## src/tbrl_pkg.sv

```systemverilog
// Shared types and constants of the token bucket rate limiter.
// Holds the request and result payload structs, the sequencer states and the divider status.
// Depends on nothing; every other source file imports it.
package tbrl_pkg;

  // Fixed field widths of the ports.
  localparam int NOW_W = 32;
  localparam int WANT_W = 16;
  localparam int LEFT_W = 16;
  localparam int CFG_W = 16;
  localparam int CFG_IDX_W = 2;

  // Default internal widths of the time and token state.
  localparam int TIME_BITS_DEF = 32;
  localparam int TOKEN_BITS_DEF = 16;

  // Register reset values.
  localparam logic [CFG_W-1:0] CAPACITY_RESET = 16'd60;
  localparam logic [CFG_W-1:0] PERIOD_RESET = 16'd1000;
  localparam logic [CFG_W-1:0] AMOUNT_RESET = 16'd1;

  // Register indexes of the configuration port.
  localparam logic [CFG_IDX_W-1:0] CFG_IDX_CAPACITY = 2'd0;
  localparam logic [CFG_IDX_W-1:0] CFG_IDX_PERIOD = 2'd1;
  localparam logic [CFG_IDX_W-1:0] CFG_IDX_AMOUNT = 2'd2;

  typedef struct packed {
    logic [NOW_W-1:0]  now_ms;
    logic [WANT_W-1:0] tokens_wanted;
  } tbrl_req_t;

  typedef struct packed {
    logic              granted;
    logic [LEFT_W-1:0] tokens_left;
  } tbrl_rsp_t;

  typedef struct packed {
    logic busy;
    logic done;
  } tbrl_div_sts_t;

  typedef enum logic [2:0] {
    ST_IDLE,
    ST_CHECK,
    ST_DIV,
    ST_REFILL,
    ST_GRANT
  } tbrl_state_t;

endpackage

```

## src/token_bucket_rate_limiter.sv

```systemverilog
// Top level of the token bucket rate limiter: configuration registers, bucket state and sequencer.
// Instantiates tbrl_scale_div for the refill arithmetic; depends on tbrl_pkg.
//
// Channel  Direction  Handshake              Payload
// in_      input      in_valid / in_stall    tbrl_req_t  (now_ms, tokens_wanted)
// out_     output     out_valid / out_stall  tbrl_rsp_t  (granted, tokens_left)
// cfg_     input      cfg_we                 cfg_index, cfg_wdata
//
// A request passes through the check, divide, refill and grant steps from acceptance to its result
// in the output register; the serial divider in the divide step works one quotient bit per cycle.
// When no refill is due, the divide and refill steps are skipped.
// One request is worked on at a time; in_stall is high from acceptance until the result is
// written into the output register. A result waiting on out_stall does not block acceptance,
// but the next result waits in the grant step until the output register is free.
// rst_n is synchronous and active low; it restores the register defaults and fills the bucket.
module token_bucket_rate_limiter #(
  parameter int TIME_BITS = tbrl_pkg::TIME_BITS_DEF,
  parameter int TOKEN_BITS = tbrl_pkg::TOKEN_BITS_DEF
) (
  input  logic                           clk,
  input  logic                           rst_n,
  input  logic                           in_valid,
  output logic                           in_stall,
  input  tbrl_pkg::tbrl_req_t            in_data,
  output logic                           out_valid,
  input  logic                           out_stall,
  output tbrl_pkg::tbrl_rsp_t            out_data,
  input  logic                           cfg_we,
  input  logic [tbrl_pkg::CFG_IDX_W-1:0] cfg_index,
  input  logic [tbrl_pkg::CFG_W-1:0]     cfg_wdata
);
  import tbrl_pkg::*;

  // Configuration registers.
  logic [CFG_W-1:0] cap_r, period_r, amount_r;

  // Bucket state.
  logic [TOKEN_BITS-1:0] level_r, level_nxt;
  logic [TIME_BITS-1:0]  last_r, last_nxt;

  // Request being worked on.
  tbrl_state_t           state_r, state_nxt;
  logic [TIME_BITS-1:0]  now_r, now_nxt;
  logic [TIME_BITS-1:0]  elapsed_r, elapsed_nxt;
  logic [TOKEN_BITS-1:0] wanted_r, wanted_nxt;

  // Output register.
  logic      out_valid_r, out_valid_nxt;
  tbrl_rsp_t out_data_r, out_data_nxt;

  logic                  in_fire;
  logic                  grant_fire;
  logic                  div_start;
  tbrl_div_sts_t         div_sts;
  logic [TOKEN_BITS-1:0] div_add;
  logic [TOKEN_BITS-1:0] cap_tok;
  logic [TIME_BITS-1:0]  now_in;
  logic [TOKEN_BITS:0]   refill_sum;
  logic                  lvl_ge;
  logic [TOKEN_BITS-1:0] lvl_after;

  assign cap_tok = TOKEN_BITS'(cap_r);
  assign now_in  = TIME_BITS'(in_data.now_ms);
  assign in_fire = in_valid && !in_stall;

  // The bucket is only busy in the sequencer; the output register is the only skid.
  assign in_stall  = (state_r != ST_IDLE);
  assign out_valid = out_valid_r;
  assign out_data  = out_data_r;

  // Configuration writes. Indexes past the register list are ignored.
  always_ff @(posedge clk) begin
    if (!rst_n) begin
      cap_r    <= CAPACITY_RESET;
      period_r <= PERIOD_RESET;
      amount_r <= AMOUNT_RESET;
    end else if (cfg_we) begin
      unique case (cfg_index)
        CFG_IDX_CAPACITY: cap_r    <= cfg_wdata;
        CFG_IDX_PERIOD:   period_r <= cfg_wdata;
        CFG_IDX_AMOUNT:   amount_r <= cfg_wdata;
        default: ;
      endcase
    end
  end

  tbrl_scale_div #(
    .TIME_BITS  (TIME_BITS),
    .TOKEN_BITS (TOKEN_BITS)
  ) u_div (
    .clk       (clk),
    .rst_n     (rst_n),
    .start_i   (div_start),
    .elapsed_i (elapsed_r),
    .period_i  (period_r),
    .amount_i  (amount_r),
    .cap_i     (cap_tok),
    .sts_o     (div_sts),
    .add_o     (div_add)
  );

  // Refill sum: the divider output never exceeds capacity, so one extra bit suffices.
  assign refill_sum = {1'b0, level_r} + {1'b0, div_add};

  // Grant decision on the refilled level.
  assign lvl_ge    = (level_r >= wanted_r);
  assign lvl_after = lvl_ge ? (level_r - wanted_r) : level_r;

  always_comb begin
    state_nxt     = state_r;
    now_nxt       = now_r;
    elapsed_nxt   = elapsed_r;
    wanted_nxt    = wanted_r;
    level_nxt     = level_r;
    last_nxt      = last_r;
    out_data_nxt  = out_data_r;
    div_start     = 1'b0;
    grant_fire    = 1'b0;

    unique case (state_r)
      ST_IDLE: begin
        if (in_fire) begin
          now_nxt     = now_in;
          // Elapsed time wraps with the timestamp width.
          elapsed_nxt = now_in - last_r;
          wanted_nxt  = TOKEN_BITS'(in_data.tokens_wanted);
          state_nxt   = ST_CHECK;
        end
      end
      ST_CHECK: begin
        // A zero period disables refill entirely, and so does less than one whole period.
        if (period_r == '0 || elapsed_r < TIME_BITS'(period_r)) begin
          state_nxt = ST_GRANT;
        end else begin
          div_start = 1'b1;
          state_nxt = ST_DIV;
        end
      end
      ST_DIV: begin
        if (div_sts.done) begin
          state_nxt = ST_REFILL;
        end
      end
      ST_REFILL: begin
        // Saturate at capacity; this also clamps a level left above a lowered capacity.
        level_nxt = (refill_sum > {1'b0, cap_tok}) ? cap_tok : refill_sum[TOKEN_BITS-1:0];
        // Any partial period is dropped.
        last_nxt  = now_r;
        state_nxt = ST_GRANT;
      end
      ST_GRANT: begin
        if (!out_valid_r || !out_stall) begin
          grant_fire               = 1'b1;
          level_nxt                = lvl_after;
          out_data_nxt.granted     = lvl_ge;
          out_data_nxt.tokens_left = LEFT_W'(lvl_after);
          state_nxt                = ST_IDLE;
        end
      end
      default: state_nxt = ST_IDLE;
    endcase

    out_valid_nxt = grant_fire ? 1'b1 : (out_valid_r && out_stall);
  end

  always_ff @(posedge clk) begin
    if (!rst_n) begin
      state_r     <= ST_IDLE;
      out_valid_r <= 1'b0;
      level_r     <= TOKEN_BITS'(CAPACITY_RESET);
      last_r      <= '0;
    end else begin
      state_r     <= state_nxt;
      out_valid_r <= out_valid_nxt;
      level_r     <= level_nxt;
      last_r      <= last_nxt;
    end
  end

  always_ff @(posedge clk) begin
    now_r      <= now_nxt;
    elapsed_r  <= elapsed_nxt;
    wanted_r   <= wanted_nxt;
    out_data_r <= out_data_nxt;
  end

  // A new result only ever comes out of the grant step.
  a_out_from_grant : assert property (@(posedge clk) disable iff (!rst_n)
    $rose(out_valid_r) |-> $past(state_r == ST_GRANT))
    else $error("result appeared outside the grant step");

  // An accepted request always goes to the refill check first.
  a_accept_check : assert property (@(posedge clk) disable iff (!rst_n)
    in_fire |=> state_r == ST_CHECK)
    else $error("accepted request skipped the refill check");

  // The divider only finishes while the sequencer waits on it.
  a_div_done_state : assert property (@(posedge clk) disable iff (!rst_n)
    div_sts.done |-> state_r == ST_DIV)
    else $error("divider finished outside the divide step");

  // The divider only runs while the sequencer waits on it.
  a_div_busy_state : assert property (@(posedge clk) disable iff (!rst_n)
    div_sts.busy |-> state_r == ST_DIV)
    else $error("divider running outside the divide step");

  // A granted request takes exactly its count from the bucket.
  a_grant_level : assert property (@(posedge clk) disable iff (!rst_n)
    (grant_fire && lvl_ge) |=> level_r == $past(level_r - wanted_r))
    else $error("granted request left the wrong level");

endmodule

```

## src/tbrl_scale_div.sv

```systemverilog
// Serial restoring divider of elapsed time by the refill period that also scales the quotient.
// One quotient bit per cycle; the tokens to add build up by Horner steps, clamped at capacity.
// Depends on tbrl_pkg.
module tbrl_scale_div #(
  parameter int TIME_BITS = tbrl_pkg::TIME_BITS_DEF,
  parameter int TOKEN_BITS = tbrl_pkg::TOKEN_BITS_DEF
) (
  input  logic                         clk,
  input  logic                         rst_n,
  input  logic                         start_i,
  input  logic [TIME_BITS-1:0]         elapsed_i,
  input  logic [tbrl_pkg::CFG_W-1:0]   period_i,
  input  logic [tbrl_pkg::CFG_W-1:0]   amount_i,
  input  logic [TOKEN_BITS-1:0]        cap_i,
  output tbrl_pkg::tbrl_div_sts_t      sts_o,
  output logic [TOKEN_BITS-1:0]        add_o
);
  import tbrl_pkg::*;

  localparam int ACC_W = ((TOKEN_BITS > CFG_W) ? TOKEN_BITS : CFG_W) + 2;
  localparam int CNT_W = $clog2(TIME_BITS + 1);

  logic [TIME_BITS-1:0] dvd_r, dvd_nxt;
  logic [CFG_W-1:0]     rem_r, rem_nxt;
  logic [TOKEN_BITS-1:0] acc_r, acc_nxt;
  logic [CNT_W-1:0]     cnt_r, cnt_nxt;
  logic                 busy_r, busy_nxt;
  logic                 done_r, done_nxt;

  logic [CFG_W:0]   rem_sh;
  logic [CFG_W:0]   rem_diff;
  logic             q_bit;
  logic [ACC_W-1:0] acc_sum;

  // One divider step: shift in the next dividend bit and try to subtract the period.
  always_comb begin
    rem_sh   = {rem_r, dvd_r[TIME_BITS-1]};
    rem_diff = rem_sh - {1'b0, period_i};
    q_bit    = (rem_sh >= {1'b0, period_i});
    acc_sum  = ACC_W'({acc_r, 1'b0}) + (q_bit ? ACC_W'(amount_i) : '0);
  end

  always_comb begin
    dvd_nxt  = dvd_r;
    rem_nxt  = rem_r;
    acc_nxt  = acc_r;
    cnt_nxt  = cnt_r;
    busy_nxt = busy_r;
    done_nxt = 1'b0;
    if (start_i) begin
      dvd_nxt  = elapsed_i;
      rem_nxt  = '0;
      acc_nxt  = '0;
      cnt_nxt  = CNT_W'(TIME_BITS);
      busy_nxt = 1'b1;
    end else if (busy_r) begin
      dvd_nxt = {dvd_r[TIME_BITS-2:0], 1'b0};
      rem_nxt = q_bit ? rem_diff[CFG_W-1:0] : rem_sh[CFG_W-1:0];
      // Clamping each Horner step at capacity keeps the result exact up to capacity.
      acc_nxt = (acc_sum >= ACC_W'(cap_i)) ? cap_i : acc_sum[TOKEN_BITS-1:0];
      cnt_nxt = cnt_r - CNT_W'(1);
      if (cnt_r == CNT_W'(1)) begin
        busy_nxt = 1'b0;
        done_nxt = 1'b1;
      end
    end
  end

  always_ff @(posedge clk) begin
    if (!rst_n) begin
      busy_r <= 1'b0;
      done_r <= 1'b0;
      cnt_r  <= '0;
    end else begin
      busy_r <= busy_nxt;
      done_r <= done_nxt;
      cnt_r  <= cnt_nxt;
    end
  end

  always_ff @(posedge clk) begin
    dvd_r <= dvd_nxt;
    rem_r <= rem_nxt;
    acc_r <= acc_nxt;
  end

  assign sts_o.busy = busy_r;
  assign sts_o.done = done_r;
  assign add_o      = acc_r;

  a_start_busy : assert property (@(posedge clk) disable iff (!rst_n)
    start_i |=> busy_r)
    else $error("divider did not start");

  a_done_idle : assert property (@(posedge clk) disable iff (!rst_n)
    done_r |-> !busy_r)
    else $error("divider done while busy");

  a_busy_cnt : assert property (@(posedge clk) disable iff (!rst_n)
    busy_r |-> cnt_r != '0)
    else $error("divider busy with empty step count");

endmodule
```

## config.mk

```make
export PLATFORM = sky130hd
export DESIGN_NAME = token_bucket_rate_limiter
export DESIGN_NICKNAME = d
export VERILOG_FILES = /design/src/tbrl_pkg.sv /design/src/token_bucket_rate_limiter.sv /design/src/tbrl_scale_div.sv
export SDC_FILE = /design/constraint.sdc
export NUM_CORES = 1
export LEC_CHECK = 0
export BUFFER_PORTS_ARGS = -buffer_cell sky130_fd_sc_hd__buf_2
export CORE_MARGIN = 4
export CORE_UTILIZATION = 37
export DETAILED_ROUTE_END_ITERATION = 8
export HOLD_SLACK_MARGIN = 0.08
export PLACE_DENSITY = 0.58
export RECOVER_POWER = 50
export SYNTH_ARGS = -nofsm -noshare
export SYNTH_HDL_FRONTEND = slang
export SYNTH_SLANG_ARGS = --single-unit
```

## constraint.sdc

```tcl
create_clock -name clk -period 8.3 [get_ports clk]
set_clock_uncertainty 0.2 [all_clocks]
set_input_delay 0.415 -clock clk [delete_from_list [all_inputs] [get_ports clk]]
set_output_delay 0.415 -clock clk [all_outputs]
set_load 0.02 [all_outputs]
```

==> results of run 1 <==
## cell type report
class / instances / area share
Antenna cell: 1 / 0.000135
Clock inverter: 23 / 0.0121
Clock buffer: 40 / 0.0505
Timing Repair Buffer: 164 / 0.0590
Inverter: 120 / 0.0243
Sequential cell: 269 / 0.360
Tap cell: 539 / 0.0364
Multi-Input combinational cell: 1252 / 0.458
## timing repair
item,in CTS,in global routing
setup endpoints to repair,0,0
buffers inserted,0,0
hold endpoints to repair,98,0
hold buffers,66,0
## layout by cell type (no fill, tap or decap), types with 6 or more instances in the layout
cell / instances
sky130_fd_sc_hd__buf_2: 31
sky130_fd_sc_hd__and3_1: 8
sky130_fd_sc_hd__o21ai_0: 49
sky130_fd_sc_hd__clkbuf_1: 63
sky130_fd_sc_hd__nor2_1: 127
sky130_fd_sc_hd__o21ai_1: 31
sky130_fd_sc_hd__or3_1: 12
sky130_fd_sc_hd__mux2_2: 27
sky130_fd_sc_hd__and2_1: 19
sky130_fd_sc_hd__nand2_1: 226
sky130_fd_sc_hd__nor4_1: 11
sky130_fd_sc_hd__ha_1: 143
sky130_fd_sc_hd__nor3_1: 28
sky130_fd_sc_hd__nand2b_1: 18
sky130_fd_sc_hd__a21o_1: 36
sky130_fd_sc_hd__o22ai_1: 6
sky130_fd_sc_hd__edfxtp_1: 129
sky130_fd_sc_hd__clkbuf_16: 37
sky130_fd_sc_hd__dlygate4sd3_1: 66
sky130_fd_sc_hd__dfxtp_1: 139
sky130_fd_sc_hd__buf_4: 7
sky130_fd_sc_hd__xnor2_1: 40
sky130_fd_sc_hd__mux2_1: 21
sky130_fd_sc_hd__xor2_1: 26
sky130_fd_sc_hd__inv_1: 119
sky130_fd_sc_hd__nand4_1: 21
sky130_fd_sc_hd__a311oi_1: 14
sky130_fd_sc_hd__nand3_1: 29
sky130_fd_sc_hd__o21a_1: 19
sky130_fd_sc_hd__mux2i_1: 24
sky130_fd_sc_hd__a21oi_1: 150
sky130_fd_sc_hd__a211oi_1: 34
sky130_fd_sc_hd__clkinv_1: 9
sky130_fd_sc_hd__nor2b_1: 14
sky130_fd_sc_hd__o211ai_1: 20
## synthesized netlist by cell type (6+ instances only)
master / n
sky130_fd_sc_hd__inv_1: 119
sky130_fd_sc_hd__nand4_1: 21
sky130_fd_sc_hd__and2_1: 19
sky130_fd_sc_hd__mux2i_1: 24
sky130_fd_sc_hd__a21oi_1: 150
sky130_fd_sc_hd__a21o_1: 36
sky130_fd_sc_hd__or3_1: 12
sky130_fd_sc_hd__xnor2_1: 40
sky130_fd_sc_hd__dfxtp_1: 140
sky130_fd_sc_hd__and3_1: 9
sky130_fd_sc_hd__nand2b_1: 18
sky130_fd_sc_hd__mux2_1: 21
sky130_fd_sc_hd__nor2b_1: 14
sky130_fd_sc_hd__a31oi_1: 6
sky130_fd_sc_hd__a211oi_1: 34
sky130_fd_sc_hd__edfxtp_1: 129
sky130_fd_sc_hd__o21ai_1: 32
sky130_fd_sc_hd__o22ai_1: 6
sky130_fd_sc_hd__xor2_1: 26
sky130_fd_sc_hd__o21ai_0: 48
sky130_fd_sc_hd__nor2_1: 127
sky130_fd_sc_hd__o21a_1: 19
sky130_fd_sc_hd__ha_1: 143
sky130_fd_sc_hd__a311oi_1: 14
sky130_fd_sc_hd__nor4_1: 11
sky130_fd_sc_hd__nand3_1: 29
sky130_fd_sc_hd__mux2_2: 27
sky130_fd_sc_hd__nor3_1: 28
sky130_fd_sc_hd__clkbuf_1: 51
sky130_fd_sc_hd__nand2_1: 226
sky130_fd_sc_hd__o211ai_1: 20
## cells by family after synthesis
| logic type | Yosys count | share of synthesized area |
|---|---|---|
| and+or+nand+nor | 540 | 0.156 |
| AOI/OAI and AO/OA | 425 | 0.173 |
| DFF | 269 | 0.421 |
| buffers and inverters | 182 | 0.0451 |
| adders and majority gates | 148 | 0.119 |
| muxes | 73 | 0.0501 |
| xor gates and xnor gates | 66 | 0.0364 |
## state kept, by name, indices dropped and copies added, names as in the netlist
name / count
wanted_r: 16
u_div.done_r: 1
now_r: 32
u_div.cnt_r: 6
elapsed_r: 32
u_div.rem_r: 16
u_div.dvd_r: 32
out_valid: 1
u_div.add_o: 16
last_r: 32
amount_r: 16
out_data: 17
cap_r: 16
level_r: 16
u_div.busy_r: 1
period_r: 16
state_r: 3
## path summary, 6_finish.rpt
| kind | start | endpoint | slack, ps | cells after the start |
|---|---|---|---|---|
| max reg2reg | period_r[14]$_SDFFE_PN0P_ | u_div.add_o[13]$_SDFFE_PP0P_ | 1580 | 28 |
| min reg2reg | amount_r[14]$_SDFFE_PN0P_ | amount_r[14]$_SDFFE_PN0P_ | 250 | 2 |
| min | amount_r[14]$_SDFFE_PN0P_ | amount_r[14]$_SDFFE_PN0P_ | 250 | 2 |
| max | period_r[14]$_SDFFE_PN0P_ | u_div.add_o[13]$_SDFFE_PP0P_ | 1580 | 28 |
## metal layers
layer / track usage / up-vias / wire length (um)
met4: 0.0475 / 0 / 945
met5: 0 / - / 0
met3: 0.0275 / 70 / 1750
li1: - / 6421 / -
met2: 0.292 / 243 / 19000
met1: 0.232 / 5960 / 18700
## power groups by stage
stage          combinational (uW)  clock, uW  sequential, uW
2_1_floorplan                1200          0            1640
3_3_place_gp                 1470          0            1680
3_5_place_dp                 1490          0            1680
4_1_cts                      1530       1580            1660
5_1_grt                      1720       1630            1670
6_report                     1520       1530            1660
## metrics by stage
| stage | hold WS [ps] | instances |
|---|---|---|
| after floorplan | 232 | 1703 |
| after CTS | 127 | 2407 |
| after global placement | 239 | 2278 |
| after global routing | 270 | 2408 |
| final | 248 | 2408 |
| after detailed placement | 243 | 2278 |
## worst max-delay path: cells and delay by family, from the launching register on
kind,cells,cell delay (ps)
AO/OA/AOI/OAI,12,2950
AND/OR/NAND/NOR,7,1250
adder cells (fa/ha/maj),4,1090
flip-flops,1,360
buffers and inverters,3,280
multiplexers,1,240
XOR/XNOR,1,180
==> Flow_metrics.wiki, run 1 <==
{| class="wikitable"
! Metric !! Value
|-
| Outcome || finished with violations
|-
| Violated checks || capacitance limit, slew limit
|-
| I/O pin total || 90
|-
| Number of filler instances in the final layout || 4,123
|-
| Max Clk Rate || between 100 and 150 MHz
|-
| Tightest Pin Transition || 4060 ps
|-
| Largest cells by area after synthesis || sky130_fd_sc_hd__edfxtp_1, sky130_fd_sc_hd__dfxtp_1, sky130_fd_sc_hd__ha_1
|-
| Reported leakage power || ~0.0073 uW
|-
| Clock slew seen by the registers of the worst setup and hold paths || ~60 ps
|-
| Largest stage delay on the critical path || about 800 ps
|-
| Syn Area/Cell || around 9.3 um2
|-
| Gate count of the mapped netlist || roughly 1,700
|-
| Number of design rule violations left after detail routing || 0
|-
| Total routed wirelength || 40,400 um
|-
| Power per cell area || about 250 nW/um2
|-
| Number of flip-flops and latches in the synthesized netlist || between 200 and 300
|-
| Chip height || ~220 um
|-
| Die W || ~220 um
|-
| Kind of capture point of the worst setup path || flip-flop
|-
| Clock tree from TritonCTS || done
|-
| Data required, critical path || between 8000 and 9000 ps
|-
| Maximum Capacitance Violations || 2
|-
| Switching power || between 1500 and 2000 uW
|-
| Std-Cell Rows || 75
|-
| Average routed wire per standard cell || 16.8 um
|-
| Cell area reported after detailed placement || 16,800 um2
|-
| Maximum number of pins on one net before global-route repair || 83
|-
| EDFF count, synth || between 100 and 150
|-
| Post-synth top area share || 0.244
|-
| Total power draw || 4710 uW
|-
| Sequential share of power || 0.352
|-
| Total non-filler cell area in the finished layout || between 15,000 and 20,000 um2
|-
| P_int || ~3100 uW
|-
| Initial core utilization || 0.376
|-
| Switching share of power || 0.338
|-
| Unrepaired setup endpoints after global routing || false
|-
| Library cell with the largest summed area after synthesis || sky130_fd_sc_hd__edfxtp_1
|-
| Count of instances resized after the clock tree is built || 0
|-
| Final critical delay including setup and external delays || between 6000 and 7000 ps
|-
| Routed vias/inst || between 5 and 6
|-
| Overflow after GRT || 0
|-
| Area Growth Syn to Fin || 16.8%
|-
| Number of different library cells in the post-synthesis netlist || between 70 and 80
|-
| Core area || 42,200 um2
|-
| Vias || around 13,000
|-
| Share of cells above drive strength 1 || 0.0739
|-
| Max stage delay cell, worst path || sky130_fd_sc_hd__a21oi_1
|-
| Final layout net count || slightly above 2,000
|-
| Number of H-tree levels || 2
|-
| Final Core Density || 0.439
|-
| Sequential share of the synthesized area || 0.421
|-
| Post-detail-place hpwl || 29,700 um
|-
| Relative slew margins || -1.71
|-
| Clock Tree Root || sky130_fd_sc_hd__clkbuf_16
|-
| Ys Warns || 0
|-
| Synth async-reset ratio || 0
|-
| Post-synthesis instance area || approximately 16,000 um2
|-
| Worst vdd ir || about 0.00016 V
|-
| Critical path peak fanout || 16
|-
| Signal arrival time at the worst endpoint || between 6000 and 7000 ps
|-
| Number of iterations in the first detailed-routing pass || 5
|-
| Setup-violating endpoint count in the final report || 0
|-
| Combinational power share || 0.323
|-
| Overall fraction of global-route tracks in use || 0.173
|-
| Worst setup path class || flip-flop to flip-flop
|-
| Number of antenna-violating nets in the routed design || 0
|-
| Type of the most critical hold path || flip-flop to flip-flop
|-
| DIE AREA || 46,300 um2
|-
| Worst skew pair latency || 540 ps
|-
| Slack of the critical path || 1580 ps
|-
| Area taken by multi-input logic gates || 8490 um2
|-
| Clk network pwr share || 0.325
|-
| Startpoint types || flip-flop
|-
| Maximum buffer depth of the clock tree || 3
|-
| Final worst path period share || 0.810
|-
| Clock net sink count || 269
|-
| Number of CTS-inserted buffers || 35
|-
| Post-Place Setup Slack || approximately 1800 ps
|-
| Port Buffers || 89
|-
| Placer Congestion || 0.854
|-
| Sequential cell area || 6680 um2
|-
| Syn_nets || just under 2,000
|-
| Setup tns final || 0 ps
|-
| Max Transition Viols Final || between 100 and 150
|-
| Most common flop cell mapped by yosys || sky130_fd_sc_hd__dfxtp_1
|-
| Wire length of the first global-routing pass || approximately 66,000 um
|-
| Initial detailed-routing violation count || just under 800
|-
| Final count of hold timing violations || 0
|-
| Number of global-route vias before repair || between 10,000 and 15,000
|-
| Initial antenna violation count || 1
|}
(Power assumes the default switching activity.)
==> run 2, diff against run 1 <==
- PLACE_DENSITY: 0.58 -> 0.6
- clock period: 8.3 -> 5.8 ns (I/O delays scaled with it)
==> Flow_metrics.wiki, run 2 (same netlist as run 1, synthesis figures left out) <==
{| class="wikitable"
! Metric !! Value
|-
| Kind of capture point of the worst setup path || flip-flop
|-
| Final critical delay including setup and external delays || 5660 ps (-1060 ps)
|-
| I/O pin total || 90 (unchanged)
|-
| Wire length of the first global-routing pass || 66,300 um (+0.39%)
|-
| Worst hold stages || 4 (+2)
|-
| Area Growth Syn to Fin || 21.7%
|-
| Average routed wire per standard cell || 17.0 um (+1.4%)
|-
| Final layout net count || 2,110 (+2.4%)
|-
| Routed vias/inst || 5.30 (+0.46%)
|-
| Critical path peak fanout || 6 (-10)
|-
| Maximum buffer depth of the clock tree || 3 (unchanged)
|-
| DIE AREA || 46,300 um2 (unchanged)
|-
| Clock net sink count || 269 (unchanged)
|-
| Power per cell area || 368 nW/um2 (+45%)
|-
| Overall fraction of global-route tracks in use || 0.173 (about the same)
|-
| Data required, critical path || 6040 ps (-2440 ps)
|-
| Hold Crit Endpoint || cap_r[14]$_SDFFE_PN0P_
|-
| Die W || 215 um (unchanged)
|-
| Number of cells on the worst reg-to-reg path || 29 (+3.6%)
|-
| Leading cell types in the layout, fill and taps excluded || sky130_fd_sc_hd__nand2_1, sky130_fd_sc_hd__a21oi_1, sky130_fd_sc_hd__edfxtp_1
|-
| Overflow after GRT || 0 (unchanged)
|-
| GRT busiest layer || met2
|-
| Worst vdd ir || 0.000246 V (+54%)
|-
| Global routing met1 resource utilization || 0.224 (-0.00845)
|-
| Signal arrival time at the worst endpoint || 5900 ps (-1010 ps)
|-
| Port Buffers || 89 (unchanged)
|-
| Total routed wirelength || 41,800 um (+3.4%)
|-
| Share of cells above drive strength 1 || 0.135 (+0.0613)
|-
| Max stage delay cell, worst path || sky130_fd_sc_hd__a221o_1
|-
| Number of CTS-inserted buffers || 31 (-11%)
|-
| Number of iterations in the first detailed-routing pass || 5 (unchanged)
|-
| Relative slew margins || -1.65 (+0.0549)
|-
| Chip height || 215 um (unchanged)
|-
| Largest stage delay on the critical path || 410 ps (-410 ps)
|-
| Crit path buf inv count || 5 (+2)
|-
| Number of H-tree levels || 1 (-1)
|-
| Total non-filler cell area in the finished layout || 19,300 um2 (+4.2%)
|-
| Clock tree from TritonCTS || done
|-
| Violated checks || capacitance limit, slew limit
|-
| Delay-heaviest family, CP || compound AO/OA/AOI/OAI gates
|-
| Outcome || finished with violations
|-
| Clock Tree Root || sky130_fd_sc_hd__clkbuf_16
|-
| Clock slew seen by the registers of the worst setup and hold paths || 70 ps (about the same)
|-
| Std-Cell Rows || 75 (unchanged)
|-
| Number of antenna repair diodes || 0 (-1)
|-
| Vias || 13,000 (+2.4%)
|-
| Max Transition Viols Final || 190 (+28%)
|-
| Cell area reported after detailed placement || 17,100 um2 (+1.8%)
|-
| Reported leakage power || 0.00753 uW (+3.5%)
|-
| CP most frequent cell || sky130_fd_sc_hd__a21o_1
|-
| Number of global-route vias before repair || 12,700 (+0.74%)
|-
| Worst setup path class || flip-flop to flip-flop
|-
| Setup-violating endpoint count in the final report || 0 (unchanged)
|-
| Leading cell type in the layout, fill and taps excluded || sky130_fd_sc_hd__nand2_1
|-
| Final worst path period share || 0.977 (+0.167)
|-
| Initial antenna violation count || 0 (-1)
|-
| Initial core utilization || 0.376 (unchanged)
|-
| Setup slack, reg-to-reg || 140 ps (-1440 ps)
|-
| Grt met3 use || 0.0243 (-0.00325)
|-
| Number of antenna-violating nets in the routed design || 0 (unchanged)
|-
| Met2 routing resource usage after global routing || 0.307 (+0.0146)
|-
| Origin of the critical flop-to-flop path || period_r[11]$_SDFFE_PN0P_
|-
| Worst hold start || cfg_index[0]
|-
| Initial detailed-routing violation count || 794 (-0.25%)
|-
| Worst r2r dst || u_div.add_o[11]$_SDFFE_PP0P_
|-
| Number of design rule violations left after detail routing || 0 (unchanged)
|-
| Max Clk Rate || 177 MHz (+19%)
|-
| Tightest Pin Transition || 3980 ps (-82.4 ps)
|-
| Worst skew pair latency || 580 ps (+40 ps)
|-
| Maximum number of pins on one net before global-route repair || 83 (unchanged)
|-
| Type of the most critical hold path || input pin to flip-flop
|-
| Post-detail-place hpwl || 30,700 um (+3.4%)
|-
| Maximum Capacitance Violations || 3 (+1)
|-
| Core area || 42,200 um2 (unchanged)
|-
| Placer Congestion || 0.914 (+7.1%)
|-
| Startpoint types || flip-flop
|-
| Final count of hold timing violations || 0 (unchanged)
|-
| Total power draw || 7110 uW (+51%)
|}
-- run 2: cell types whose count changed in the layout (fill, tap and decap cells not counted), moves of 7 or more --
| cell | change |
|---|---|
| sky130_fd_sc_hd__dfxtp_1 | -16 |
| sky130_fd_sc_hd__ha_1 | -19 |
| sky130_fd_sc_hd__inv_1 | -11 |
| sky130_fd_sc_hd__ha_4 | +18 |
| sky130_fd_sc_hd__buf_4 | +39 |
| sky130_fd_sc_hd__dfxtp_2 | +16 |
| sky130_fd_sc_hd__dlygate4sd3_1 | +7 |
| sky130_fd_sc_hd__inv_2 | +11 |
-- run 2: timing repair --
action / 4_1_cts / 5_1_grt
cloned: 0 / 1
endpoints found under the setup margin: 2 / 16
hold buffers: 73 / 0
pin swaps: 1 / 41
buffers inserted: 0 / 8
hold endpoints to repair: 127 / 0
gates resized for setup: 0 / 79
-- run 2: worst max-delay path by stage --
stage	startpoint	endpoint	slack, ps	cells after the start
after floorplan	period_r[12]$_SDFFE_PN0P_	u_div.add_o[0]$_SDFFE_PP0P_	8	31
after global placement	period_r[10]$_SDFFE_PN0P_	u_div.add_o[13]$_SDFFE_PP0P_	150	32
after detailed placement	period_r[10]$_SDFFE_PN0P_	u_div.add_o[4]$_SDFFE_PP0P_	20	31
after CTS	period_r[10]$_SDFFE_PN0P_	u_div.add_o[4]$_SDFFE_PP0P_	3	31
after global routing	period_r[5]$_SDFFE_PN1P_	u_div.add_o[11]$_SDFFE_PP0P_	-80	29
final	period_r[11]$_SDFFE_PN0P_	u_div.add_o[11]$_SDFFE_PP0P_	140	29
-- run 2: metrics by stage --
stage	setup TNS, ps	setup slack [ps]	hold slack [ps]	util	cells
global route	-986	-81.8	208	0.458	2455
global placement	0	155	241	0.405	2315
finish	0	135	222	0.458	2455
CTS	0	3.35	196	0.448	2446
floorplan	0	7.85	189	-	1703
detailed placement	0	23.4	242	0.405	2315
-- run 2: where the power goes --
| part | internal [uW] | switching (uW) | total [uW] | leakage [uW] |
|---|---|---|---|---|
| Sequential | 2220 | 184 | 2410 | 0.00236 |
| Clock | 1250 | 820 | 2070 | 0.000511 |
| Combinational | 1210 | 1420 | 2630 | 0.00466 |
-- run 2: worst reg2reg max path: cells and delay by family (launching register included) --
family	cells	cell delay, ps
AOI/OAI and AO/OA	11	1960
xor gates and xnor gates	1	180
adders and majority gates	3	820
buffers and inverters	5	560
DFF	1	340
muxes	1	230
and+or+nand+nor	8	1210
-- run 2: layer usage --
layer  wire (um)  vias to the layer above
li1            -                     6505
met1       18600                     6180
met3        1690                       64
met2       20500                      252
met5           0                        -
met4        1030                        0
-- run 2: area by class of cell --
class / count / area (um2)
Fill cell: 4049 / 22900
Tap cell: 539 / 674
Timing Repair Buffer: 217 / 1560
Clock inverter: 23 / 273
Multi-Input combinational cell: 1252 / 8870
Sequential cell: 269 / 6700
Clock buffer: 35 / 801
Inverter: 120 / 450
